## src/rtl/core/spff_pkg.sv

```systemverilog
package spff_pkg;

    // Fixed limits and field widths.
    localparam int PWM_LIMIT          = 3599;
    localparam int INTEGRAL_LIMIT_DEF = 1000;

    localparam int TGT_W    = 20;
    localparam int ERR_W    = 21;
    localparam int MAG_W    = 20;
    localparam int GAIN_W   = 24;
    localparam int CMD_W    = 13;
    localparam int S_DATA_W = 48;
    localparam int M_DATA_W = 16;

    // Datapath sizing.
    localparam int PROD_W    = GAIN_W + MAG_W;
    localparam int NUM_W     = 36;
    localparam int RDX_W     = 4;
    localparam int DIGITS    = NUM_W / RDX_W;
    localparam int DIVR_W    = 6;
    localparam int RX_W      = DIVR_W + RDX_W;
    localparam int CNT_W     = 4;
    localparam int FRAC_W    = 16;
    localparam int ACC_W     = 40;
    localparam int SEG_W     = 3;
    localparam int FF_BASE_W = 28;
    localparam int FF_K_W    = 16;
    localparam int PC_W      = 4;

    // The integral step divides by 12800; the low 8 bits are dropped first.
    localparam logic [DIVR_W-1:0] I_DIVISOR = DIVR_W'(50);

    localparam int CFG_IDX_W = 1;

    typedef enum logic [CFG_IDX_W-1:0] {
        REG_KP_GAIN,
        REG_KI_GAIN
    } cfg_reg_t;

    typedef enum logic [3:0] {
        U_IDLE,
        U_PREP,
        U_SEG,
        U_MUL_FF,
        U_DSTEP,
        U_FF_DONE,
        U_MUL_P,
        U_P_ADD,
        U_BEFORE,
        U_MUL_I,
        U_INT_ADD,
        U_RAW,
        U_CLEAR,
        U_OUT
    } uop_t;

    typedef enum logic [2:0] {
        JC_NONE,
        JC_ALWAYS,
        JC_CLEAR,
        JC_DIV_MORE,
        JC_HOLD
    } jc_t;

    typedef struct packed {
        uop_t            op;
        jc_t             jc;
        logic [PC_W-1:0] target;
    } ctrl_word_t;

    // Program addresses.
    localparam logic [PC_W-1:0] PC_IDLE    = PC_W'(0);
    localparam logic [PC_W-1:0] PC_PREP    = PC_W'(1);
    localparam logic [PC_W-1:0] PC_SEG     = PC_W'(2);
    localparam logic [PC_W-1:0] PC_MUL_FF  = PC_W'(3);
    localparam logic [PC_W-1:0] PC_DIV_FF  = PC_W'(4);
    localparam logic [PC_W-1:0] PC_FF_DONE = PC_W'(5);
    localparam logic [PC_W-1:0] PC_MUL_P   = PC_W'(6);
    localparam logic [PC_W-1:0] PC_P_ADD   = PC_W'(7);
    localparam logic [PC_W-1:0] PC_BEFORE  = PC_W'(8);
    localparam logic [PC_W-1:0] PC_MUL_I   = PC_W'(9);
    localparam logic [PC_W-1:0] PC_DIV_I   = PC_W'(10);
    localparam logic [PC_W-1:0] PC_INT_ADD = PC_W'(11);
    localparam logic [PC_W-1:0] PC_RAW     = PC_W'(12);
    localparam logic [PC_W-1:0] PC_CLEAR   = PC_W'(13);
    localparam logic [PC_W-1:0] PC_OUT     = PC_W'(14);

    // Control store. Without a stall or a taken jump the program advances by one.
    function automatic ctrl_word_t ucode(input logic [PC_W-1:0] pc);
        ctrl_word_t w;
        w = '{U_IDLE, JC_ALWAYS, PC_IDLE};
        case (pc)
            PC_IDLE:    w = '{U_IDLE,    JC_NONE,     PC_IDLE};
            PC_PREP:    w = '{U_PREP,    JC_CLEAR,    PC_CLEAR};
            PC_SEG:     w = '{U_SEG,     JC_NONE,     PC_IDLE};
            PC_MUL_FF:  w = '{U_MUL_FF,  JC_NONE,     PC_IDLE};
            PC_DIV_FF:  w = '{U_DSTEP,   JC_DIV_MORE, PC_DIV_FF};
            PC_FF_DONE: w = '{U_FF_DONE, JC_NONE,     PC_IDLE};
            PC_MUL_P:   w = '{U_MUL_P,   JC_NONE,     PC_IDLE};
            PC_P_ADD:   w = '{U_P_ADD,   JC_NONE,     PC_IDLE};
            PC_BEFORE:  w = '{U_BEFORE,  JC_NONE,     PC_IDLE};
            PC_MUL_I:   w = '{U_MUL_I,   JC_HOLD,     PC_RAW};
            PC_DIV_I:   w = '{U_DSTEP,   JC_DIV_MORE, PC_DIV_I};
            PC_INT_ADD: w = '{U_INT_ADD, JC_NONE,     PC_IDLE};
            PC_RAW:     w = '{U_RAW,     JC_ALWAYS,   PC_OUT};
            PC_CLEAR:   w = '{U_CLEAR,   JC_NONE,     PC_IDLE};
            PC_OUT:     w = '{U_OUT,     JC_ALWAYS,   PC_IDLE};
            default:    w = '{U_IDLE,    JC_ALWAYS,   PC_IDLE};
        endcase
        return w;
    endfunction

    typedef struct packed {
        logic [FF_BASE_W-1:0] base;
        logic [MAG_W-1:0]     off;
        logic [FF_K_W-1:0]    k;
        logic [DIVR_W-1:0]    dv;
    } ff_seg_t;

    // Feedforward segment for a target magnitude in Q.8 RPM.
    function automatic logic [SEG_W-1:0] ff_seg_of(input logic [MAG_W-1:0] a);
        logic [SEG_W-1:0] s;
        if (a <= MAG_W'(10240)) begin
            s = SEG_W'(0);
        end else if (a <= MAG_W'(12032)) begin
            s = SEG_W'(1);
        end else if (a <= MAG_W'(13952)) begin
            s = SEG_W'(2);
        end else if (a <= MAG_W'(14208)) begin
            s = SEG_W'(3);
        end else if (a <= MAG_W'(16512)) begin
            s = SEG_W'(4);
        end else begin
            s = SEG_W'(5);
        end
        return s;
    endfunction

    // Each segment is base + k * (a - off) / dv in Q.16 counts.
    function automatic ff_seg_t ff_seg_row(input logic [SEG_W-1:0] s);
        ff_seg_t r;
        case (s)
            SEG_W'(0): r = '{FF_BASE_W'(0), MAG_W'(0),
                             FF_K_W'(13760), DIVR_W'(1)};
            SEG_W'(1): r = '{FF_BASE_W'(2150 << FRAC_W), MAG_W'(10240),
                             FF_K_W'(64000), DIVR_W'(7)};
            SEG_W'(2): r = '{FF_BASE_W'(2400 << FRAC_W), MAG_W'(12032),
                             FF_K_W'(20480), DIVR_W'(3)};
            SEG_W'(3): r = '{FF_BASE_W'(2600 << FRAC_W), MAG_W'(13952),
                             FF_K_W'(10752), DIVR_W'(1)};
            SEG_W'(4): r = '{FF_BASE_W'(2642 << FRAC_W), MAG_W'(14208),
                             FF_K_W'(40448), DIVR_W'(9)};
            default:   r = '{FF_BASE_W'(2800 << FRAC_W), MAG_W'(16512),
                             FF_K_W'(16256), DIVR_W'(5)};
        endcase
        return r;
    endfunction

endpackage

```

## src/rtl/core/speed_pi_with_feedforward_unit.sv

```systemverilog
// Channel  Direction  Handshake             Contents
// s_       in         s_tvalid / s_tready   speed_target, speed_measured, clear_memory
// m_       out        m_tvalid / m_tready   pwm_command, output_saturated
// cfg_     in         cfg_wr_en             kp_gain (index 0), ki_gain (index 1)
//
// Each request runs through the microcode program; the integral division is skipped when
// the integral is held by the saturation rule, and a clear request skips to the clear step.
// The program shares one 24x20 multiplier, and a normal request runs two nine-digit
// radix-16 divisions by a constant on one shared divider.
// Reset (aresetn low, synchronous) clears the gains, the integral and the program counter.
// A result waits in the output register; the program stalls at its last step while
// that register is full and m_tready is low, and accepts no request until it moves on.
module speed_pi_with_feedforward_unit #(
    parameter int INTEGRAL_LIMIT = spff_pkg::INTEGRAL_LIMIT_DEF
) (
    input  logic                           aclk,
    input  logic                           aresetn,

    input  logic                           s_tvalid,
    output logic                           s_tready,
    // [19:0] speed_target, [39:20] speed_measured, [40] clear_memory, [47:41] zero
    input  logic [spff_pkg::S_DATA_W-1:0]  s_tdata,

    output logic                           m_tvalid,
    input  logic                           m_tready,
    // [12:0] pwm_command, [13] output_saturated, [15:14] zero
    output logic [spff_pkg::M_DATA_W-1:0]  m_tdata,

    input  logic                           cfg_wr_en,
    input  logic [spff_pkg::CFG_IDX_W-1:0] cfg_index,
    input  logic [spff_pkg::GAIN_W-1:0]    cfg_wr_data
);

    localparam int TGT_W    = spff_pkg::TGT_W;
    localparam int ERR_W    = spff_pkg::ERR_W;
    localparam int MAG_W    = spff_pkg::MAG_W;
    localparam int GAIN_W   = spff_pkg::GAIN_W;
    localparam int CMD_W    = spff_pkg::CMD_W;
    localparam int M_DATA_W = spff_pkg::M_DATA_W;
    localparam int PROD_W   = spff_pkg::PROD_W;
    localparam int NUM_W    = spff_pkg::NUM_W;
    localparam int RDX_W    = spff_pkg::RDX_W;
    localparam int DIVR_W   = spff_pkg::DIVR_W;
    localparam int RX_W     = spff_pkg::RX_W;
    localparam int CNT_W    = spff_pkg::CNT_W;
    localparam int FRAC_W   = spff_pkg::FRAC_W;
    localparam int ACC_W    = spff_pkg::ACC_W;
    localparam int SEG_W    = spff_pkg::SEG_W;
    localparam int PC_W     = spff_pkg::PC_W;

    localparam int INT_W = $clog2(INTEGRAL_LIMIT + 1) + FRAC_W + 1;

    localparam logic signed [ACC_W-1:0] LIM_Q16  =
        ACC_W'(longint'(spff_pkg::PWM_LIMIT) << FRAC_W);
    localparam logic signed [ACC_W-1:0] NLIM_Q16 = -LIM_Q16;
    localparam logic signed [ACC_W-1:0] ILIM_Q16 =
        ACC_W'(longint'(INTEGRAL_LIMIT) << FRAC_W);
    localparam logic signed [ACC_W-1:0] NILIM_Q16 = -ILIM_Q16;
    localparam logic signed [ACC_W-1:0] RND_Q16  = ACC_W'((1 << FRAC_W) - 1);

    // Control state.
    logic [PC_W-1:0]         pc_reg;
    logic [PC_W-1:0]         pc_next;
    logic                    m_tvalid_reg;
    logic [GAIN_W-1:0]       kp_reg;
    logic [GAIN_W-1:0]       ki_reg;
    logic signed [INT_W-1:0] integ_reg;
    logic signed [INT_W-1:0] integ_next;
    logic [CNT_W-1:0]        cnt_reg;

    // Datapath registers.
    logic signed [TGT_W-1:0] t_reg;
    logic signed [TGT_W-1:0] m_reg;
    logic                    clr_reg;
    logic signed [ERR_W-1:0] e_reg;
    logic signed [ERR_W-1:0] e_next;
    logic [MAG_W-1:0]        a_reg;
    logic [MAG_W-1:0]        a_next;
    logic [MAG_W-1:0]        emag_reg;
    logic [MAG_W-1:0]        emag_next;
    logic [SEG_W-1:0]        seg_reg;
    logic [SEG_W-1:0]        seg_next;
    logic [MAG_W-1:0]        d_reg;
    logic [MAG_W-1:0]        d_next;
    logic [NUM_W-1:0]        num_reg;
    logic [NUM_W-1:0]        num_next;
    logic [DIVR_W-1:0]       rem_reg;
    logic [DIVR_W-1:0]       rem_next;
    logic [DIVR_W-1:0]       div_reg;
    logic signed [ACC_W-1:0] ff_reg;
    logic signed [ACC_W-1:0] ff_next;
    logic [NUM_W-1:0]        p_reg;
    logic signed [ACC_W-1:0] fp_reg;
    logic signed [ACC_W-1:0] fp_next;
    logic                    allow_reg;
    logic                    allow_next;
    logic signed [ACC_W-1:0] raw_reg;
    logic signed [ACC_W-1:0] raw_next;
    logic                    sat_reg;
    logic                    sat_next;
    logic [CMD_W-1:0]        out_cmd_reg;
    logic [CMD_W-1:0]        cmd_next;
    logic                    out_sat_reg;

    // Combinational helpers.
    spff_pkg::ctrl_word_t    ctl;
    spff_pkg::ff_seg_t       seg_row;
    spff_pkg::ff_seg_t       seg_row_next;
    logic                    out_busy;
    logic                    stall;
    logic                    jump;
    logic [GAIN_W-1:0]       mul_a;
    logic [MAG_W-1:0]        mul_b;
    logic [PROD_W-1:0]       mul_prod;
    logic [RX_W-1:0]         rx;
    logic [RDX_W-1:0]        digit;
    logic                    t_neg;
    logic                    e_neg;
    logic signed [ERR_W-1:0] t_wide;
    logic signed [ACC_W-1:0] integ_ext;
    logic signed [ACC_W-1:0] ff_sum;
    logic signed [ACC_W-1:0] p_ext;
    logic signed [ACC_W-1:0] q_ext;
    logic signed [ACC_W-1:0] pre_sum;
    logic signed [ACC_W-1:0] i_sum;
    logic signed [ACC_W-1:0] raw_sum;
    logic signed [ACC_W-1:0] rnd_sum;
    logic signed [ACC_W-1:0] cmd_wide;

    // Sequencer.
    always_comb begin
        ctl      = spff_pkg::ucode(pc_reg);
        out_busy = m_tvalid_reg && !m_tready;
        stall    = ((ctl.op == spff_pkg::U_IDLE) && !s_tvalid) ||
                   ((ctl.op == spff_pkg::U_OUT) && out_busy);
        case (ctl.jc)
            spff_pkg::JC_NONE:     jump = 1'b0;
            spff_pkg::JC_ALWAYS:   jump = 1'b1;
            spff_pkg::JC_CLEAR:    jump = clr_reg || (t_reg == '0);
            spff_pkg::JC_DIV_MORE: jump = (cnt_reg != CNT_W'(spff_pkg::DIGITS - 1));
            spff_pkg::JC_HOLD:     jump = !allow_reg;
            default:               jump = 1'b0;
        endcase
        if (stall) begin
            pc_next = pc_reg;
        end else if (jump) begin
            pc_next = ctl.target;
        end else begin
            pc_next = pc_reg + 1'b1;
        end
    end

    // Shared multiplier: feedforward slope, P gain or I gain against a magnitude.
    always_comb begin
        seg_row = spff_pkg::ff_seg_row(seg_reg);
        case (ctl.op)
            spff_pkg::U_MUL_P: begin
                mul_a = kp_reg;
                mul_b = emag_reg;
            end
            spff_pkg::U_MUL_I: begin
                mul_a = ki_reg;
                mul_b = emag_reg;
            end
            default: begin
                mul_a = GAIN_W'(seg_row.k);
                mul_b = d_reg;
            end
        endcase
        mul_prod = mul_a * mul_b;
    end

    // Radix-16 long division by a small constant, one digit per step. The
    // numerator shifts out at the top while quotient digits shift in below.
    always_comb begin
        rx    = {rem_reg, num_reg[NUM_W-1 -: RDX_W]};
        digit = '0;
        for (int k = 1; k < (1 << RDX_W); k++) begin
            if (rx >= RX_W'(k) * RX_W'(div_reg)) begin
                digit = RDX_W'(k);
            end
        end
        rem_next = DIVR_W'(rx - RX_W'(digit) * RX_W'(div_reg));
        num_next = {num_reg[NUM_W-RDX_W-1:0], digit};
    end

    // Arithmetic for the remaining steps.
    always_comb begin
        t_neg        = t_reg[TGT_W-1];
        e_neg        = e_reg[ERR_W-1];
        t_wide       = ERR_W'(t_reg);
        e_next       = ERR_W'(t_reg) - ERR_W'(m_reg);
        a_next       = MAG_W'(t_neg ? -t_wide : t_wide);
        emag_next    = MAG_W'(e_neg ? -e_reg : e_reg);
        seg_next     = spff_pkg::ff_seg_of(a_reg);
        seg_row_next = spff_pkg::ff_seg_row(seg_next);
        d_next       = a_reg - seg_row_next.off;

        ff_sum  = ACC_W'(seg_row.base) + ACC_W'(num_reg);
        ff_next = (ff_sum > LIM_Q16) ? LIM_Q16 : ff_sum;

        // Feedforward takes the sign of the target and P the sign of the error.
        p_ext   = signed'(ACC_W'(p_reg));
        fp_next = (t_neg ? -ff_reg : ff_reg) + (e_neg ? -p_ext : p_ext);

        integ_ext  = ACC_W'(integ_reg);
        pre_sum    = fp_reg + integ_ext;
        allow_next = ((pre_sum > NLIM_Q16) && (pre_sum < LIM_Q16)) ||
                     ((pre_sum >= LIM_Q16) && e_neg) ||
                     ((pre_sum <= NLIM_Q16) && !e_neg);

        q_ext = signed'(ACC_W'(num_reg));
        i_sum = integ_ext + (e_neg ? -q_ext : q_ext);
        if (i_sum > ILIM_Q16) begin
            integ_next = INT_W'(ILIM_Q16);
        end else if (i_sum < NILIM_Q16) begin
            integ_next = INT_W'(NILIM_Q16);
        end else begin
            integ_next = INT_W'(i_sum);
        end

        raw_sum = fp_reg + integ_ext;
        if (raw_sum > LIM_Q16) begin
            raw_next = LIM_Q16;
            sat_next = 1'b1;
        end else if (raw_sum < NLIM_Q16) begin
            raw_next = NLIM_Q16;
            sat_next = 1'b1;
        end else begin
            raw_next = raw_sum;
            sat_next = 1'b0;
        end

        // Adding the fraction mask before the arithmetic shift rounds toward zero.
        rnd_sum  = raw_reg + (raw_reg[ACC_W-1] ? RND_Q16 : ACC_W'(0));
        cmd_wide = rnd_sum >>> FRAC_W;
        cmd_next = cmd_wide[CMD_W-1:0];
    end

    always_ff @(posedge aclk) begin
        if (!aresetn) begin
            pc_reg       <= spff_pkg::PC_IDLE;
            m_tvalid_reg <= 1'b0;
            kp_reg       <= '0;
            ki_reg       <= '0;
            integ_reg    <= '0;
            cnt_reg      <= '0;
        end else begin
            pc_reg <= pc_next;
            if (cfg_wr_en) begin
                case (cfg_index)
                    spff_pkg::REG_KP_GAIN: kp_reg <= cfg_wr_data;
                    spff_pkg::REG_KI_GAIN: ki_reg <= cfg_wr_data;
                    default: ;
                endcase
            end
            if ((ctl.op == spff_pkg::U_OUT) && !out_busy) begin
                m_tvalid_reg <= 1'b1;
            end else if (m_tready) begin
                m_tvalid_reg <= 1'b0;
            end
            case (ctl.op)
                spff_pkg::U_MUL_FF,
                spff_pkg::U_MUL_I:   cnt_reg   <= '0;
                spff_pkg::U_DSTEP:   cnt_reg   <= cnt_reg + 1'b1;
                spff_pkg::U_INT_ADD: integ_reg <= integ_next;
                spff_pkg::U_CLEAR:   integ_reg <= '0;
                default: ;
            endcase
        end
    end

    always_ff @(posedge aclk) begin
        case (ctl.op)
            spff_pkg::U_IDLE: begin
                if (s_tvalid) begin
                    t_reg   <= s_tdata[TGT_W-1:0];
                    m_reg   <= s_tdata[2*TGT_W-1:TGT_W];
                    clr_reg <= s_tdata[2*TGT_W];
                end
            end
            spff_pkg::U_PREP: begin
                e_reg <= e_next;
                a_reg <= a_next;
            end
            spff_pkg::U_SEG: begin
                seg_reg  <= seg_next;
                d_reg    <= d_next;
                emag_reg <= emag_next;
            end
            spff_pkg::U_MUL_FF: begin
                num_reg <= mul_prod[NUM_W-1:0];
                rem_reg <= '0;
                div_reg <= seg_row.dv;
            end
            spff_pkg::U_DSTEP: begin
                num_reg <= num_next;
                rem_reg <= rem_next;
            end
            spff_pkg::U_FF_DONE: ff_reg <= ff_next;
            // The top bits of the product are the gain term with 8 bits dropped.
            spff_pkg::U_MUL_P:   p_reg <= mul_prod[PROD_W-1 -: NUM_W];
            spff_pkg::U_P_ADD:   fp_reg <= fp_next;
            spff_pkg::U_BEFORE:  allow_reg <= allow_next;
            spff_pkg::U_MUL_I: begin
                num_reg <= mul_prod[PROD_W-1 -: NUM_W];
                rem_reg <= '0;
                div_reg <= spff_pkg::I_DIVISOR;
            end
            spff_pkg::U_RAW: begin
                raw_reg <= raw_next;
                sat_reg <= sat_next;
            end
            spff_pkg::U_CLEAR: begin
                raw_reg <= '0;
                sat_reg <= 1'b0;
            end
            spff_pkg::U_OUT: begin
                if (!out_busy) begin
                    out_cmd_reg <= cmd_next;
                    out_sat_reg <= sat_reg;
                end
            end
            default: ;
        endcase
    end

    // No request is taken while reset is held.
    assign s_tready = aresetn && (ctl.op == spff_pkg::U_IDLE);
    assign m_tvalid = m_tvalid_reg;
    assign m_tdata  = {{(M_DATA_W - CMD_W - 1){1'b0}}, out_sat_reg, out_cmd_reg};

    a_integ_bound: assert property (@(posedge aclk) disable iff (!aresetn)
        (integ_ext <= ILIM_Q16) && (integ_ext >= NILIM_Q16))
        else $error("integral left its clamp range");

    a_rem_below_div: assert property (@(posedge aclk) disable iff (!aresetn)
        (ctl.op == spff_pkg::U_DSTEP) |-> (rem_reg < div_reg))
        else $error("division remainder not below divisor");

    a_clear_step: assert property (@(posedge aclk) disable iff (!aresetn)
        (ctl.op == spff_pkg::U_CLEAR) |=> ((integ_reg == '0) && (pc_reg == spff_pkg::PC_OUT)))
        else $error("clear request did not empty the integral");

    a_sat_at_limit: assert property (@(posedge aclk) disable iff (!aresetn)
        (m_tvalid_reg && out_sat_reg) |->
            ((out_cmd_reg == CMD_W'(spff_pkg::PWM_LIMIT)) ||
             (out_cmd_reg == CMD_W'(-spff_pkg::PWM_LIMIT))))
        else $error("saturated result not at the limit");

endmodule

```

## config.mk

```make
export PLATFORM = sky130hd
export DESIGN_NAME = speed_pi_with_feedforward_unit
export DESIGN_NICKNAME = d
export VERILOG_FILES = /design/src/rtl/core/spff_pkg.sv /design/src/rtl/core/speed_pi_with_feedforward_unit.sv
export SDC_FILE = /design/constraint.sdc
export NUM_CORES = 2
export LEC_CHECK = 0
export BUFFER_PORTS_ARGS = -buffer_cell sky130_fd_sc_hd__buf_2
export CORE_MARGIN = 2
export CORE_UTILIZATION = 59
export CTS_CLUSTER_SIZE = 14
export DETAILED_ROUTE_END_ITERATION = 6
export PLACE_DENSITY_LB_ADDON = 0.08
export SLEW_MARGIN = 20
export SYNTH_ARGS = -nofsm -noshare
export SYNTH_HDL_FRONTEND = slang
export SYNTH_SLANG_ARGS = --single-unit
export TNS_END_PERCENT = 1
```

## constraint.sdc

```tcl
create_clock -name aclk -period 10.35 [get_ports aclk]
set_clock_uncertainty 0.05 [all_clocks]
set_input_delay 1.035 -clock aclk [delete_from_list [all_inputs] [get_ports aclk]]
set_output_delay 1.035 -clock aclk [all_outputs]
set_load 0.02 [all_outputs]
```

==> reports/metrics.yaml <==
critPathTopFamily: "adder cells"
reg2regPathDepth: 27
crit_path_end: "num_reg[33]"
yosysWarnings: 0
syn-cell-area_um2: 47570
final_max_slew_viol_count: 0
viasPerCell: 5.966
root_buffer: "clkbuf_16"
period_minus_slack_ns: 9.952
antennaDiodeCount: 0
grt_antenna_before_repair: 2
synth-simple-area-share: 0.1534
r2r_slack_ns: 0.40
routedWlPerCell_um: 20.51
htree_levels: 2
num_io_pins: 96
grt_pass1_vias: 37640
place_ws_ns: 0.3947
crit_fanout: 29
cts_made_buffers: 50
synthFlopType: "edfxtp_1"
ys_types: 99
reg2reg_to: "num_reg[33]"
clk_pin_slew_ns: 0.06
final_common_cell: "nand2_1"
cts_setup_buffers: 0
syn_inst: 5202
core_um2: 80160
ys_seq_area_frac: 0.2489
cp-startpoint: "ctl[9]"
crit_slowest_cell: "nor2_4"
place.gp.congestion: 0.9966
worst_pin_slew_ns: 1.215
crit_required_ns: 10.65
crit_buf_inv: 5
area_delta_synth_final_pct: 7.980
slowest_delay_ns: 0.76
layout_setup_ws_ns: 0.3979
drt_iter0_markers: 2560
synth-xor-area-share: 0.06378
final_cell_mix: "620 x nand2_1, 610 x inv_1, 479 x ha_1"
die_area_um2: 82920
violations: "design-rule violations"
wl_um: 130900
clockBufferDepth: 3
critPathKind: "flip-flop to flip-flop"
worstHoldPathType: "flip-flop to flip-flop"
grt_max_degree: 71
period_share: 0.9616
drtPass1Iterations: 7
grt_pass1_wl_um: 205400
ant_nets: 0
cts_tree: "built"
reg2reg_from: "ctl[9]"
grt-ovfl-total: 0
synth.mux.area_fraction: 0.008127
cp_common_cell: "fa_1"
vias: 38080
cp-start-kind: "flip-flop"
rows: 104
insertion_delay_ns: 0.62
setup_viol: 0
synth-edff-count: 331
synth_top_family_by_area: "adder cells"
synthAdderAreaFrac: 0.3040
synth_compound_area_frac: 0.1595
die_h_um: 288.0
drive_above_1_share: 0.06650
place_hpwl_um: 104900
cp.depth: 27
numClockSinks: 426
slew_headroom: 0.1879
final_net_count: 6262
ys_seq_elements: 426
grt_use_total: 0.3179
die_w_um: 288.0
start_util: 0.5935
ctsHoldBuffers: 0
tns_ns: 0
cap_viol_max_count: 0
max_freq_ghz: 0.1005
crit_arrival_ns: 10.26
fillers: 6900
synth.avg_cell_area_um2: 9.145
ys_async_sr_fraction: 0
portBuffers: 86
cp-end-kind: "flip-flop"
drc: 1
status: "finished with violations"
grt_setup_unrepaired: "false"
largest_reg_flops: 40
hold_viol_final: 0
routing by layer:
| metal | vias up | global-route usage | part of all wire |
|---|---|---|---|
| met5 | - | 0 | 0.000099 |
| met4 | 2 | 0.1246 | 0.045 |
| met3 | 279 | 0.04390 | 0.066 |
| met2 | 1237 | 0.5332 | 0.47 |
| met1 | 18470 | 0.4174 | 0.42 |
| li1 | 18100 | - | - |
worst reg2reg max path: cells and delay by family (launching register included):
| family | cells | cell delay (ns) |
|---|---|---|
| fa+ha+maj | 8 | 4.14 |
| mux | 1 | 0.67 |
| simple gates | 7 | 1.81 |
| compound gates | 6 | 2.02 |
| buf+inv | 5 | 0.49 |
| flops | 1 | 0.54 |
through the flow:
| stage | instances | instance area [um2] | util | hold WS, ns |
|---|---|---|---|---|
| global route | 6383 | 51370 | 0.6409 | 0.4090 |
| global placement | 6289 | 49630 | 0.6192 | 0.3853 |
| finish | 6383 | 51370 | 0.6409 | 0.3948 |
| floorplan | 5212 | 47610 | - | 0.3503 |
| detailed placement | 6289 | 49630 | 0.6192 | 0.3800 |
| CTS | 6382 | 51330 | 0.6404 | 0.3967 |
cell families (layout without fill, tap and decap cells):
logic type,after synthesis,in the layout
simple gates,1596,1596
compound gates,1112,1112
fa+ha+maj,902,902
buf+inv,783,894
flops,426,426
xor+xnor,344,344
mux,38,38
other cells,1,11
synthesized netlist by cell type, drive strengths merged, types with 18 or more instances:
cell type / n / area share
nand2b: 55 / 0.0074
and3: 31 / 0.0041
a21boi: 18 / 0.0028
clkbuf: 152 / 0.012
o41ai: 20 / 0.0041
or2: 22 / 0.0029
a21oi: 268 / 0.028
nor3: 102 / 0.011
o211ai: 26 / 0.0041
ha: 479 / 0.13
nor2: 447 / 0.035
nor4: 24 / 0.0032
inv: 611 / 0.048
or4: 23 / 0.0038
nor2b: 38 / 0.0050
o31ai: 41 / 0.0066
mux2i: 33 / 0.0069
xor2: 87 / 0.016
fa: 423 / 0.18
a22oi: 38 / 0.0060
o21a: 65 / 0.010
nand3: 55 / 0.0058
o21bai: 36 / 0.0057
a221o: 22 / 0.0046
a21o: 151 / 0.024
or3: 50 / 0.0068
a31oi: 28 / 0.0039
buf: 20 / 0.0021
nand4: 19 / 0.0025
dfxtp: 95 / 0.040
a211oi: 28 / 0.0044
nand2: 621 / 0.049
o21ai: 195 / 0.021
edfxtp: 331 / 0.21
a22o: 20 / 0.0037
xnor2: 256 / 0.047
and2: 60 / 0.0079
area by class of cell:
cell class / instances / area [um2] / share of cell area
clock buffers: 55 / 1270 / 0.02472
well taps: 1060 / 1326 / 0.02582
inverters: 611 / 2293 / 0.04465
repair buffers: 190 / 1269 / 0.02470
flip-flops and latches: 426 / 11840 / 0.2305
clock inverters: 38 / 426.7 / 0.008306
multi-input cells: 4003 / 32940 / 0.6413
how the worst min path moves through the flow:
stage	slack, ns	from	depth (start not counted)	endpoint
floorplan	0.35	sat_reg	0	out_sat_reg
global placement	0.39	a_reg[2]	0	d_reg[2]
detailed placement	0.38	sat_reg	0	out_sat_reg
CTS	0.40	sat_reg	0	out_sat_reg
global route	0.41	sat_reg	0	out_sat_reg
finish	0.39	sat_reg	0	out_sat_reg
repair_timing:
action,4_1_cts,5_1_grt
gates resized for setup,0,3
hold endpoints to repair,0,0
setup endpoints to repair,0,2
Power is left out: the tool's default activity adds up to more than one toggle a clock period on the data nets, which glitch-free logic cannot reach.
